## config.mk

```make
export PLATFORM = sky130hd
export DESIGN_NAME = tap_tempo_tracker_unit_flat
export DESIGN_NICKNAME = d
export VERILOG_FILES = /design/src/rtl/ttt_pkg.sv /design/src/rtl/ttt_if.sv /design/src/rtl/ttt_queue.sv /design/src/rtl/ttt_front.sv /design/src/rtl/ttt_div.sv /design/src/rtl/ttt_back.sv /design/src/rtl/tap_tempo_tracker_unit.sv /design/src/flat_wrapper.sv
export SDC_FILE = /design/constraint.sdc
export NUM_CORES = 2
export LEC_CHECK = 0
export ABC_AREA = 0
export BUFFER_PORTS_ARGS = -buffer_cell sky130_fd_sc_hd__buf_2
export CAP_MARGIN = 20
export CORE_ASPECT_RATIO = 1.75
export CORE_UTILIZATION = 45
export DETAILED_ROUTE_END_ITERATION = 8
export PLACE_DENSITY_LB_ADDON = 0.08
export SYNTH_ARGS = -nofsm -noshare
export SYNTH_HDL_FRONTEND = slang
export SYNTH_HIERARCHICAL = 1
export SYNTH_SLANG_ARGS = --single-unit
```

## constraint.sdc

```tcl
create_clock -name clk -period 14.25 [get_ports clk]
set_clock_uncertainty 0.05 [all_clocks]
set_input_delay 2.85 -clock clk [delete_from_list [all_inputs] [get_ports clk]]
set_output_delay 2.85 -clock clk [all_outputs]
set_load 0.005 [all_outputs]
```

## src/rtl/ttt_pkg.sv

```systemverilog
// Shared types, constants and sizes for the tap tempo tracker.
package ttt_pkg;

  localparam int HISTORY_DEPTH = 8;
  localparam int IDX_W         = (HISTORY_DEPTH > 1) ? $clog2(HISTORY_DEPTH) : 1;
  localparam int FILL_W        = $clog2(HISTORY_DEPTH + 1);
  localparam int SUM_W         = 32 + $clog2(HISTORY_DEPTH);
  localparam int TS_W          = 64;
  localparam int IV_W          = 32;
  localparam int BPM_W         = 24;
  localparam int REM_W         = SUM_W + 1;
  localparam int DIV_CNT_W     = $clog2(TS_W + 1);

  localparam int MS_DIG_W      = 16;
  localparam int MS_REM_W      = 10;
  localparam int MS_V_W        = MS_REM_W + MS_DIG_W;
  localparam int MS_SRC_W      = 48;
  localparam int MS_CHUNKS     = MS_SRC_W / MS_DIG_W;
  localparam int MS_CNT_W      = 2;
  localparam int MS_REC_W      = 27;
  localparam int MS_SHIFT      = 36;
  localparam int MS_PROD_W     = MS_V_W + MS_REC_W;

  localparam logic [MS_V_W-1:0]   US_PER_MS      = MS_V_W'(1000);
  localparam logic [MS_REC_W-1:0] MS_RECIP       = MS_REC_W'(68719477);
  localparam logic [31:0]         BPM_Q8_NUM     = 32'd15360000;
  localparam logic [BPM_W-1:0]    BPM_Q8_DEFAULT = BPM_W'(30720);

  typedef enum logic {
    OP_TAP    = 1'b0,
    OP_FORGET = 1'b1
  } ttt_op_t;

  typedef struct packed {
    logic            has_diff;
    logic [TS_W-1:0] diff;
  } ttt_req_t;

  typedef struct packed {
    logic             start;
    logic             short_mode;
    logic [TS_W-1:0]  dividend;
    logic [SUM_W-1:0] divisor;
  } ttt_div_cmd_t;

  typedef struct packed {
    logic            done;
    logic [TS_W-1:0] quotient;
  } ttt_div_res_t;

endpackage

```

## src/rtl/ttt_if.sv

```systemverilog
// Request and result channel interfaces of the tap tempo tracker.
interface ttt_in_if;
  import ttt_pkg::*;
  logic            valid;
  logic            ready;
  logic [0:0]      op;
  logic [TS_W-1:0] timestamp_us;
  modport source (output valid, output op, output timestamp_us, input ready);
  modport sink   (input valid, input op, input timestamp_us, output ready);
endinterface

interface ttt_out_if;
  import ttt_pkg::*;
  logic             valid;
  logic             ready;
  logic             interval_valid;
  logic [IV_W-1:0]  interval_ms;
  logic [IV_W-1:0]  last_interval_ms;
  logic [BPM_W-1:0] bpm_q8;
  modport source (output valid, output interval_valid, output interval_ms,
                  output last_interval_ms, output bpm_q8, input ready);
  modport sink   (input valid, input interval_valid, input interval_ms,
                  input last_interval_ms, input bpm_q8, output ready);
endinterface

```

## src/rtl/ttt_queue.sv

```systemverilog
// Two-entry request queue between the front and back parts.
module ttt_queue
  import ttt_pkg::*;
(
  input  logic     clk,
  input  logic     rst_n,
  input  logic     push,
  input  ttt_req_t push_data,
  output logic     full,
  input  logic     pop,
  output logic     empty,
  output ttt_req_t head
);

  ttt_req_t   slot_r [2];
  logic       wr_ptr_r, wr_ptr_nxt;
  logic       rd_ptr_r, rd_ptr_nxt;
  logic [1:0] count_r, count_nxt;
  logic       do_push, do_pop;

  assign full    = (count_r == 2'd2);
  assign empty   = (count_r == 2'd0);
  assign head    = slot_r[rd_ptr_r];
  assign do_push = push && !full;
  assign do_pop  = pop && !empty;

  always_comb begin
    wr_ptr_nxt = do_push ? !wr_ptr_r : wr_ptr_r;
    rd_ptr_nxt = do_pop ? !rd_ptr_r : rd_ptr_r;
    count_nxt  = count_r + 2'(do_push) - 2'(do_pop);
  end

  always_ff @(posedge clk) begin
    if (!rst_n) begin
      wr_ptr_r <= 1'b0;
      rd_ptr_r <= 1'b0;
      count_r  <= 2'd0;
    end else begin
      wr_ptr_r <= wr_ptr_nxt;
      rd_ptr_r <= rd_ptr_nxt;
      count_r  <= count_nxt;
    end
  end

  always_ff @(posedge clk) begin
    if (do_push) begin
      slot_r[wr_ptr_r] <= push_data;
    end
  end

endmodule

```

## src/rtl/ttt_front.sv

```systemverilog
// Front part: accept requests, track the pending tap, classify into the queue.
module ttt_front
  import ttt_pkg::*;
(
  input  logic         clk,
  input  logic         rst_n,
  ttt_in_if.sink       in_req,
  input  logic         q_full,
  output logic         q_push,
  output ttt_req_t     q_data
);

  logic [TS_W-1:0] prev_tap_r, prev_tap_nxt;
  logic [TS_W:0]   diff_ext;
  logic            accept;

  assign in_req.ready = !q_full;
  assign accept       = in_req.valid && !q_full;
  assign diff_ext     = {1'b0, in_req.timestamp_us} - {1'b0, prev_tap_r};

  always_comb begin
    q_push        = accept;
    q_data.diff   = diff_ext[TS_W-1:0];
    q_data.has_diff = (in_req.op == OP_TAP) && (prev_tap_r != '0) && !diff_ext[TS_W]
                      && (diff_ext[TS_W-1:0] != '0);
    prev_tap_nxt  = prev_tap_r;
    if (accept) begin
      prev_tap_nxt = (in_req.op == OP_FORGET) ? '0 : in_req.timestamp_us;
    end
  end

  always_ff @(posedge clk) begin
    if (!rst_n) begin
      prev_tap_r <= '0;
    end else begin
      prev_tap_r <= prev_tap_nxt;
    end
  end

endmodule

```

## src/rtl/ttt_div.sv

```systemverilog
// Restoring serial divider, one quotient bit per cycle.
module ttt_div
  import ttt_pkg::*;
(
  input  logic         clk,
  input  logic         rst_n,
  input  ttt_div_cmd_t cmd,
  output ttt_div_res_t res
);

  logic [TS_W-1:0]      dvd_r, dvd_nxt;
  logic [REM_W-1:0]     rem_r, rem_nxt;
  logic [SUM_W-1:0]     dsr_r, dsr_nxt;
  logic [DIV_CNT_W-1:0] cnt_r, cnt_nxt;
  logic                 busy_r, busy_nxt;
  logic                 done_r, done_nxt;
  logic [REM_W-1:0]     rem_sh;
  logic                 fits;

  assign rem_sh = {rem_r[REM_W-2:0], dvd_r[TS_W-1]};
  assign fits   = (rem_sh >= {1'b0, dsr_r});

  always_comb begin
    dvd_nxt  = dvd_r;
    rem_nxt  = rem_r;
    dsr_nxt  = dsr_r;
    cnt_nxt  = cnt_r;
    busy_nxt = busy_r;
    done_nxt = 1'b0;
    if (cmd.start) begin
      busy_nxt = 1'b1;
      rem_nxt  = '0;
      dsr_nxt  = cmd.divisor;
      if (cmd.short_mode) begin
        dvd_nxt = {cmd.dividend[TS_W/2-1:0], (TS_W/2)'(0)};
        cnt_nxt = DIV_CNT_W'(TS_W / 2);
      end else begin
        dvd_nxt = cmd.dividend;
        cnt_nxt = DIV_CNT_W'(TS_W);
      end
    end else if (busy_r) begin
      rem_nxt = fits ? (rem_sh - {1'b0, dsr_r}) : rem_sh;
      dvd_nxt = {dvd_r[TS_W-2:0], fits};
      cnt_nxt = cnt_r - DIV_CNT_W'(1);
      if (cnt_r == DIV_CNT_W'(1)) begin
        busy_nxt = 1'b0;
        done_nxt = 1'b1;
      end
    end
  end

  always_ff @(posedge clk) begin
    if (!rst_n) begin
      busy_r <= 1'b0;
      done_r <= 1'b0;
      cnt_r  <= '0;
    end else begin
      busy_r <= busy_nxt;
      done_r <= done_nxt;
      cnt_r  <= cnt_nxt;
    end
  end

  always_ff @(posedge clk) begin
    dvd_r <= dvd_nxt;
    rem_r <= rem_nxt;
    dsr_r <= dsr_nxt;
  end

  assign res.done     = done_r;
  assign res.quotient = dvd_r;

endmodule

```

## src/rtl/ttt_back.sv

```systemverilog
// Back part: interval division, window update, tempo division, result register.
module ttt_back
  import ttt_pkg::*;
(
  input  logic         clk,
  input  logic         rst_n,
  input  logic         q_empty,
  input  ttt_req_t     q_head,
  output logic         q_pop,
  output ttt_div_cmd_t div_cmd,
  input  ttt_div_res_t div_res,
  ttt_out_if.source    out_res
);

  typedef enum logic [6:0] {
    S_IDLE  = 7'b0000001,
    S_MSQ   = 7'b0000010,
    S_MSR   = 7'b0000100,
    S_MSCHK = 7'b0001000,
    S_PUSH  = 7'b0010000,
    S_LOAD  = 7'b0100000,
    S_BPM   = 7'b1000000
  } ttt_state_t;

  ttt_state_t       state_r, state_nxt;
  logic [IV_W-1:0]  win_mem [HISTORY_DEPTH];
  logic [IV_W-1:0]  win_rd_r;
  logic             win_we;
  logic [IDX_W-1:0] widx_r, widx_nxt;
  logic [FILL_W-1:0] fill_r, fill_nxt;
  logic [SUM_W-1:0] sum_r, sum_nxt;
  logic [IV_W-1:0]  iv_r, iv_nxt;
  logic [IV_W-1:0]  last_r, last_nxt;
  logic [BPM_W-1:0] bpm_r, bpm_nxt;
  logic             out_valid_r, out_valid_nxt;
  logic             out_ivv_r;
  logic [IV_W-1:0]  out_iv_r;
  logic [IV_W-1:0]  out_last_r;
  logic [BPM_W-1:0] out_bpm_r;
  logic             out_load, out_ivv;
  logic [IV_W-1:0]  out_iv;
  logic             full_win;
  logic             slot_free;
  logic [MS_SRC_W-1:0] ms_src_r, ms_src_nxt;
  logic                ms_big_r, ms_big_nxt;
  logic [MS_REM_W-1:0] ms_rem_r, ms_rem_nxt;
  logic [MS_SRC_W-1:0] ms_q_r, ms_q_nxt;
  logic [MS_DIG_W-1:0] ms_qd_r, ms_qd_nxt;
  logic [MS_CNT_W-1:0] ms_cnt_r, ms_cnt_nxt;
  logic [MS_V_W-1:0]   ms_v;
  logic [MS_V_W-1:0]   ms_rem_full;
  logic [MS_PROD_W-1:0] ms_prod;

  assign full_win  = (fill_r == FILL_W'(HISTORY_DEPTH));
  assign slot_free = !out_valid_r || out_res.ready;

  assign ms_v        = {ms_rem_r, ms_src_r[MS_SRC_W-1 -: MS_DIG_W]};
  assign ms_prod     = MS_PROD_W'(ms_v) * MS_PROD_W'(MS_RECIP);
  assign ms_rem_full = ms_v - MS_V_W'(ms_qd_r) * US_PER_MS;

  always_comb begin
    state_nxt          = state_r;
    q_pop              = 1'b0;
    div_cmd.start      = 1'b0;
    div_cmd.short_mode = 1'b0;
    div_cmd.dividend   = '0;
    div_cmd.divisor    = '0;
    win_we             = 1'b0;
    widx_nxt           = widx_r;
    fill_nxt           = fill_r;
    sum_nxt            = sum_r;
    iv_nxt             = iv_r;
    last_nxt           = last_r;
    bpm_nxt            = bpm_r;
    out_load           = 1'b0;
    out_ivv            = 1'b0;
    out_iv             = '0;
    ms_src_nxt         = ms_src_r;
    ms_big_nxt         = ms_big_r;
    ms_rem_nxt         = ms_rem_r;
    ms_q_nxt           = ms_q_r;
    ms_qd_nxt          = ms_qd_r;
    ms_cnt_nxt         = ms_cnt_r;
    unique case (state_r)
      S_IDLE: begin
        if (!q_empty && slot_free) begin
          q_pop = 1'b1;
          if (q_head.has_diff) begin
            ms_src_nxt = q_head.diff[MS_SRC_W-1:0];
            ms_big_nxt = (q_head.diff[TS_W-1:MS_SRC_W] != '0);
            ms_rem_nxt = '0;
            ms_q_nxt   = '0;
            ms_cnt_nxt = MS_CNT_W'(MS_CHUNKS);
            state_nxt  = S_MSQ;
          end else begin
            out_load = 1'b1;
          end
        end
      end
      S_MSQ: begin
        ms_qd_nxt = ms_prod[MS_SHIFT +: MS_DIG_W];
        state_nxt = S_MSR;
      end
      S_MSR: begin
        ms_rem_nxt = ms_rem_full[MS_REM_W-1:0];
        ms_q_nxt   = {ms_q_r[MS_SRC_W-MS_DIG_W-1:0], ms_qd_r};
        ms_src_nxt = {ms_src_r[MS_SRC_W-MS_DIG_W-1:0], MS_DIG_W'(0)};
        ms_cnt_nxt = ms_cnt_r - MS_CNT_W'(1);
        state_nxt  = (ms_cnt_r == MS_CNT_W'(1)) ? S_MSCHK : S_MSQ;
      end
      S_MSCHK: begin
        if (!ms_big_r && ms_q_r == '0) begin
          out_load  = 1'b1;
          state_nxt = S_IDLE;
        end else begin
          iv_nxt    = (ms_big_r || ms_q_r[MS_SRC_W-1:IV_W] != '0) ? '1
                      : ms_q_r[IV_W-1:0];
          state_nxt = S_PUSH;
        end
      end
      S_PUSH: begin
        win_we    = 1'b1;
        sum_nxt   = sum_r - (full_win ? SUM_W'(win_rd_r) : '0) + SUM_W'(iv_r);
        fill_nxt  = full_win ? fill_r : fill_r + FILL_W'(1);
        widx_nxt  = (widx_r == IDX_W'(HISTORY_DEPTH - 1)) ? '0 : widx_r + IDX_W'(1);
        last_nxt  = iv_r;
        state_nxt = S_LOAD;
      end
      S_LOAD: begin
        div_cmd.start      = 1'b1;
        div_cmd.short_mode = 1'b1;
        div_cmd.dividend   = TS_W'(BPM_Q8_NUM * 32'(fill_r));
        div_cmd.divisor    = sum_r;
        state_nxt          = S_BPM;
      end
      S_BPM: begin
        if (div_res.done) begin
          bpm_nxt   = div_res.quotient[BPM_W-1:0];
          out_load  = 1'b1;
          out_ivv   = 1'b1;
          out_iv    = iv_r;
          state_nxt = S_IDLE;
        end
      end
      default: state_nxt = S_IDLE;
    endcase
    out_valid_nxt = out_load ? 1'b1 : (out_res.ready ? 1'b0 : out_valid_r);
  end

  always_ff @(posedge clk) begin
    if (!rst_n) begin
      state_r     <= S_IDLE;
      widx_r      <= '0;
      fill_r      <= '0;
      sum_r       <= '0;
      last_r      <= '0;
      bpm_r       <= BPM_Q8_DEFAULT;
      out_valid_r <= 1'b0;
    end else begin
      state_r     <= state_nxt;
      widx_r      <= widx_nxt;
      fill_r      <= fill_nxt;
      sum_r       <= sum_nxt;
      last_r      <= last_nxt;
      bpm_r       <= bpm_nxt;
      out_valid_r <= out_valid_nxt;
    end
  end

  always_ff @(posedge clk) begin
    iv_r     <= iv_nxt;
    ms_src_r <= ms_src_nxt;
    ms_big_r <= ms_big_nxt;
    ms_rem_r <= ms_rem_nxt;
    ms_q_r   <= ms_q_nxt;
    ms_qd_r  <= ms_qd_nxt;
    ms_cnt_r <= ms_cnt_nxt;
    if (out_load) begin
      out_ivv_r  <= out_ivv;
      out_iv_r   <= out_iv;
      out_last_r <= last_r;
      out_bpm_r  <= bpm_nxt;
    end
  end

  always_ff @(posedge clk) begin
    if (win_we) begin
      win_mem[widx_r] <= iv_r;
    end
    win_rd_r <= win_mem[widx_r];
  end

  assign out_res.valid            = out_valid_r;
  assign out_res.interval_valid   = out_ivv_r;
  assign out_res.interval_ms      = out_iv_r;
  assign out_res.last_interval_ms = out_last_r;
  assign out_res.bpm_q8           = out_bpm_r;

  a_fill_bound: assert property (@(posedge clk) disable iff (!rst_n)
    fill_r <= FILL_W'(HISTORY_DEPTH))
    else $error("window fill beyond depth");

  a_empty_sum: assert property (@(posedge clk) disable iff (!rst_n)
    (sum_r == '0) |-> (fill_r == '0))
    else $error("zero sum with nonempty window");

  a_empty_bpm: assert property (@(posedge clk) disable iff (!rst_n)
    (fill_r == '0) |-> (bpm_r == BPM_Q8_DEFAULT && last_r == '0))
    else $error("empty window reports a tempo");

  a_new_is_last: assert property (@(posedge clk) disable iff (!rst_n)
    (out_valid_r && out_ivv_r) |-> (out_last_r == out_iv_r && out_iv_r != '0))
    else $error("new interval is not the newest window entry");

endmodule

```

## src/rtl/tap_tempo_tracker_unit.sv

```systemverilog
// Top level of the tap tempo tracker.
//
//  channel | modport           | payload
//  in_req  | ttt_in_if.sink    | op, timestamp_us
//  out_res | ttt_out_if.source | interval_valid, interval_ms, last_interval_ms, bpm_q8
//
//  A forget, a first tap or a tap not later than the pending one: the result is registered
//  straight from idle once the request leaves the queue. A later tap runs a 3-digit
//  reciprocal millisecond conversion (S_MSQ then S_MSR per digit) and a check, which loads
//  the result when no interval results. A new interval adds the window update and a 32-bit tempo division.
//  The back part takes one request at a time and holds in idle while a result waits on
//  out_res.ready; a two-entry queue lets requests enter meanwhile. Reset is synchronous,
//  with no clearing pass; window entries hold no reset value.
module tap_tempo_tracker_unit
  import ttt_pkg::*;
(
  input  logic      clk,
  input  logic      rst_n,
  ttt_in_if.sink    in_req,
  ttt_out_if.source out_res
);

  logic         q_full, q_push, q_pop, q_empty;
  ttt_req_t     q_data, q_head;
  ttt_div_cmd_t div_cmd;
  ttt_div_res_t div_res;

  ttt_front u_front (
    .clk    (clk),
    .rst_n  (rst_n),
    .in_req (in_req),
    .q_full (q_full),
    .q_push (q_push),
    .q_data (q_data)
  );

  ttt_queue u_queue (
    .clk       (clk),
    .rst_n     (rst_n),
    .push      (q_push),
    .push_data (q_data),
    .full      (q_full),
    .pop       (q_pop),
    .empty     (q_empty),
    .head      (q_head)
  );

  ttt_div u_div (
    .clk   (clk),
    .rst_n (rst_n),
    .cmd   (div_cmd),
    .res   (div_res)
  );

  ttt_back u_back (
    .clk     (clk),
    .rst_n   (rst_n),
    .q_empty (q_empty),
    .q_head  (q_head),
    .q_pop   (q_pop),
    .div_cmd (div_cmd),
    .div_res (div_res),
    .out_res (out_res)
  );

endmodule

```

## src/flat_wrapper.sv

```systemverilog
// flat-port wrapper written by rule: the top's interface ports become plain ports
module tap_tempo_tracker_unit_flat import ttt_pkg::*;
  (clk, rst_n, in_req_valid, in_req_op, in_req_timestamp_us, in_req_ready, out_res_valid, out_res_interval_valid, out_res_interval_ms, out_res_last_interval_ms, out_res_bpm_q8, out_res_ready);
  ttt_in_if in_req_i ();
  ttt_out_if out_res_i ();
  input  logic clk;
  input  logic rst_n;
  input wire logic [$bits(in_req_i.valid)-1:0] in_req_valid;
  input wire logic [$bits(in_req_i.op)-1:0] in_req_op;
  input wire logic [$bits(in_req_i.timestamp_us)-1:0] in_req_timestamp_us;
  output wire logic [$bits(in_req_i.ready)-1:0] in_req_ready;
  output wire logic [$bits(out_res_i.valid)-1:0] out_res_valid;
  output wire logic [$bits(out_res_i.interval_valid)-1:0] out_res_interval_valid;
  output wire logic [$bits(out_res_i.interval_ms)-1:0] out_res_interval_ms;
  output wire logic [$bits(out_res_i.last_interval_ms)-1:0] out_res_last_interval_ms;
  output wire logic [$bits(out_res_i.bpm_q8)-1:0] out_res_bpm_q8;
  input wire logic [$bits(out_res_i.ready)-1:0] out_res_ready;
  assign in_req_i.valid = in_req_valid;
  assign in_req_i.op = in_req_op;
  assign in_req_i.timestamp_us = in_req_timestamp_us;
  assign in_req_ready = in_req_i.ready;
  assign out_res_valid = out_res_i.valid;
  assign out_res_interval_valid = out_res_i.interval_valid;
  assign out_res_interval_ms = out_res_i.interval_ms;
  assign out_res_last_interval_ms = out_res_i.last_interval_ms;
  assign out_res_bpm_q8 = out_res_i.bpm_q8;
  assign out_res_i.ready = out_res_ready;
  tap_tempo_tracker_unit u_core (.clk(clk), .rst_n(rst_n), .in_req(in_req_i), .out_res(out_res_i));
endmodule
```

==> results.yml <==
timing:
  fin_tns_setup_ns: 0
  clock.fmax_mhz: 135
  whs_ns: 0.368
  min_period_ns: 7.40
  tightest_slew_ns: 1.27
  period_share: 0.519
  grt_setup_unrepaired: "false"
  maxSlewViolCount: 0
  hold_viol: 0
  finalSetupViolations: 0
  timing.final.ws_setup_ns: 6.85
  max_slew_margin: 0.134
finish:
  final_common_cell: "edfxtp_1"
  drive_above_1_share: 0.0910
  final_area_mm2: 0.0637
  num-fill-cells: 11900
  final_cell_mix: "edfxtp_1 (731), inv_1 (688), ha_1 (448)"
  multi_input_area_mm2: 0.0276
  syn_to_final_growth_pct: 9.40
  regArea_mm2: 0.0270
  fin_nets: 6230
worst_setup_path:
  arrival_ns: 7.81
  cp_slowest_stage_delay_ns: 0.60
  crit_fanout: 8
  cp_cell_sequence: "inv_1, fa_1, inv_1, fa_1, fa_1, fa_1, fa_1, fa_1, inv_1, fa_1, inv_1, ha_1, nand3_1, nor4b_2, nand2b_1, a211oi_1, nor3b_1, buf_4, o31ai_2, a21o_1, nand2_1, a311oi_1, xnor2_1"
  startpoint_type: "register"
  slowest_stage: "edfxtp_1"
  critPathCaptureType: "register"
  required_ns: 14.66
  crit_top_cell: "fa_1"
  r2r_end: "u_core/u_back/ms_qd_r[15]"
  r2r-start: "u_core/u_back/ms_rem_r[4]"
  critical_path_class: "register to register"
  r2r_slack_ns: 6.85
  reg2regPathDepth: 23
detailed_routing:
  first_iter_violations: 1959
  wl_per_cell_um: 22.1
  drtAntennaViolNets: 0
  via_per_inst: 5.42
  drc_errors: 28
  dr.pass1.iters: 8
  finalWirelength_mm: 159
  via_count: 39100
status:
  status: "complete, but fails checks"
  failed_checks: "design-rule violations"
job:
  maxCapViolCount: 0
clock_tree:
  cts_setup_buffers: 0
  clkTransAtPathRegs_ns: 0.07
  cts_tree: "yes"
  clk_latency_ns: 0.74
  cts_buffers: 94
  cts_root_buf: "clkbuf_16"
  h-tree-depth: 3
  cts.sinks: 982
  cts-hold-fix-buffers: 0
  cts.path.max_buffers: 3
  cts_resized: 0
yosys:
  synth-seq-cells: 982
  netlist_instances: 5360
  ys.flop_type: "edfxtp_1"
  synth_fa_ha_area_frac: 0.184
  synth-edff-count: 731
  synth_cell_types: 110
  synth_warnings: 6
  synthXorXnorAreaFrac: 0.0211
  syn_area_mm2: 0.0582
  synth_seq_area_share: 0.464
  synth-compound-area-share: 0.114
  synthSimpleGateAreaFrac: 0.124
  synth-async-reset-ratio: 0
  avgSynthCellArea_um2: 10.9
  synthMuxAreaShare: 0.0267
  synth_top_family_by_area: "adder cells"
global_routing:
  grt_overflow: 0
  grt_pass1_wl_mm: 243
  grt_usage: 0.247
  grt_pass1_vias: 40700
  grt_max_degree: 84
  antenna_found_initial: 1
hold_path:
  hold_class: "register to register"
  hold_depth: 0
  min_from: "u_core/u_back/last_r[14]"
  min_to: "u_core/u_back/out_res.last_interval_ms[14]"
die:
  die-area_mm2: 0.131
  ios: 160
  rows: 174
  fp.coreArea_mm2: 0.128
  die_h_um: 478
  fp.dieW_um: 274
  start_util: 0.453
placed_design:
  dp_slack_ns: 6.60
  gp_congestion: 0.914
  dpl_cell_area_mm2: 0.0605
  hpwlAfterDp_mm: 120
  io_buffers: 159
## critical path, delay by kind of cell (launching register included)
| family | cells | cell delay, ns |
|---|---|---|
| AOI/OAI and AO/OA | 4 | 1.12 |
| xor gates and xnor gates | 1 | 0.10 |
| adders and majority gates | 8 | 4.03 |
| buffers and inverters | 5 | 0.47 |
| DFF | 1 | 0.60 |
| and+or+nand+nor | 5 | 0.77 |
## area by class of cell
class,instances,share of cell area
antenna,1,0.0000393
clock buffer,121,0.0400
inverter,694,0.0410
tap,1672,0.0329
clock inverter,55,0.00910
sequential,982,0.424
timing repair buffer,214,0.0193
multi-input combinational,3473,0.434
## how the worst max path moves through the flow
stage	to	startpoint	depth (start not counted)	slack [ns]
2_1_floorplan	u_core/u_queue/slot_r[0][0]	in_req_valid	5	7.48
3_3_place_gp	u_core/u_queue/slot_r[0][64]	in_req_timestamp_us[0]	14	6.67
3_5_place_dp	u_core/u_queue/slot_r[1][64]	in_req_timestamp_us[0]	14	6.60
4_1_cts	u_core/u_back/ms_qd_r[15]	u_core/u_back/ms_rem_r[8]	23	6.74
5_1_grt	u_core/u_back/ms_qd_r[15]	u_core/u_back/ms_rem_r[8]	23	6.34
6_report	u_core/u_back/ms_qd_r[15]	u_core/u_back/ms_rem_r[4]	23	6.85
## synthesized netlist by cell type, drive strengths merged, types with 28 or more instances
cell,count,area share
ha,448,0.096
a31oi,28,0.0034
nor2,358,0.023
mux2i,61,0.010
dfxtp,251,0.086
nor3,56,0.0049
edfxtp,731,0.38
clkbuf,161,0.010
fa,254,0.087
a22o,35,0.0053
a21oi,302,0.026
nand3,60,0.0052
a21o,69,0.0089
o21a,99,0.013
nand2,447,0.029
nand4,90,0.0098
buf,98,0.012
xnor2,95,0.014
nand2b,57,0.0061
mux2,67,0.016
a22oi,137,0.018
nor4,52,0.0057
nor3b,71,0.0092
o21ai,128,0.011
a211oi,44,0.0058
xor2,44,0.0066
and3,58,0.0063
and2,108,0.012
inv,694,0.045
## cell families after synthesis
family | after synthesis
other | 1
buffers and inverters | 953
multiplexers | 128
AND/OR/NAND/NOR | 1459
AO/OA/AOI/OAI | 996
flip-flops | 982
XOR/XNOR | 139
adder cells (fa/ha/maj) | 702
## registers in the layout, indices dropped and copies added, names as in the netlist, 4 cells and up, named ones only
name                                    cells
u_core/u_back/out_res.last_interval_ms     32
u_core/u_back/state_r                       7
u_core/u_back/out_res.interval_ms          32
u_core/u_div/rem_r                         35
u_core/u_back/ms_q_r                       48
u_core/u_back/sum_r                        35
u_core/u_back/ms_qd_r                      16
u_core/u_back/out_res.bpm_q8               24
u_core/u_div/dvd_r                         64
u_core/u_div/dsr_r                         35
u_core/u_back/win_mem                     256
u_core/u_div/cnt_r                          7
u_core/u_back/bpm_r                        24
u_core/u_back/fill_r                        4
u_core/u_back/last_r                       32
u_core/u_queue/slot_r                     130
u_core/u_back/ms_rem_r                     10
u_core/u_back/iv_r                         32
u_core/u_back/win_rd_r                     32
u_core/u_back/ms_src_r                     48
u_core/u_front/prev_tap_r                  64
## routing by layer
metal / track usage / part of all wire / vias up
met5: 0 / 0 / -
met4: 0.130 / 0.054 / 0
met3: 0.0230 / 0.027 / 315
met2: 0.487 / 0.56 / 751
met1: 0.249 / 0.36 / 19100
li1: - / - / 18900
## through the flow
stage | util | cells
finish | 0.496 | 7212
global route | 0.496 | 7212
CTS | 0.495 | 7210
detailed placement | 0.471 | 7034
global placement | 0.471 | 7034
floorplan | - | 5408
Power is left out: the tool's default activity adds up to more than one toggle a clock period on the data nets, which glitch-free logic cannot reach.
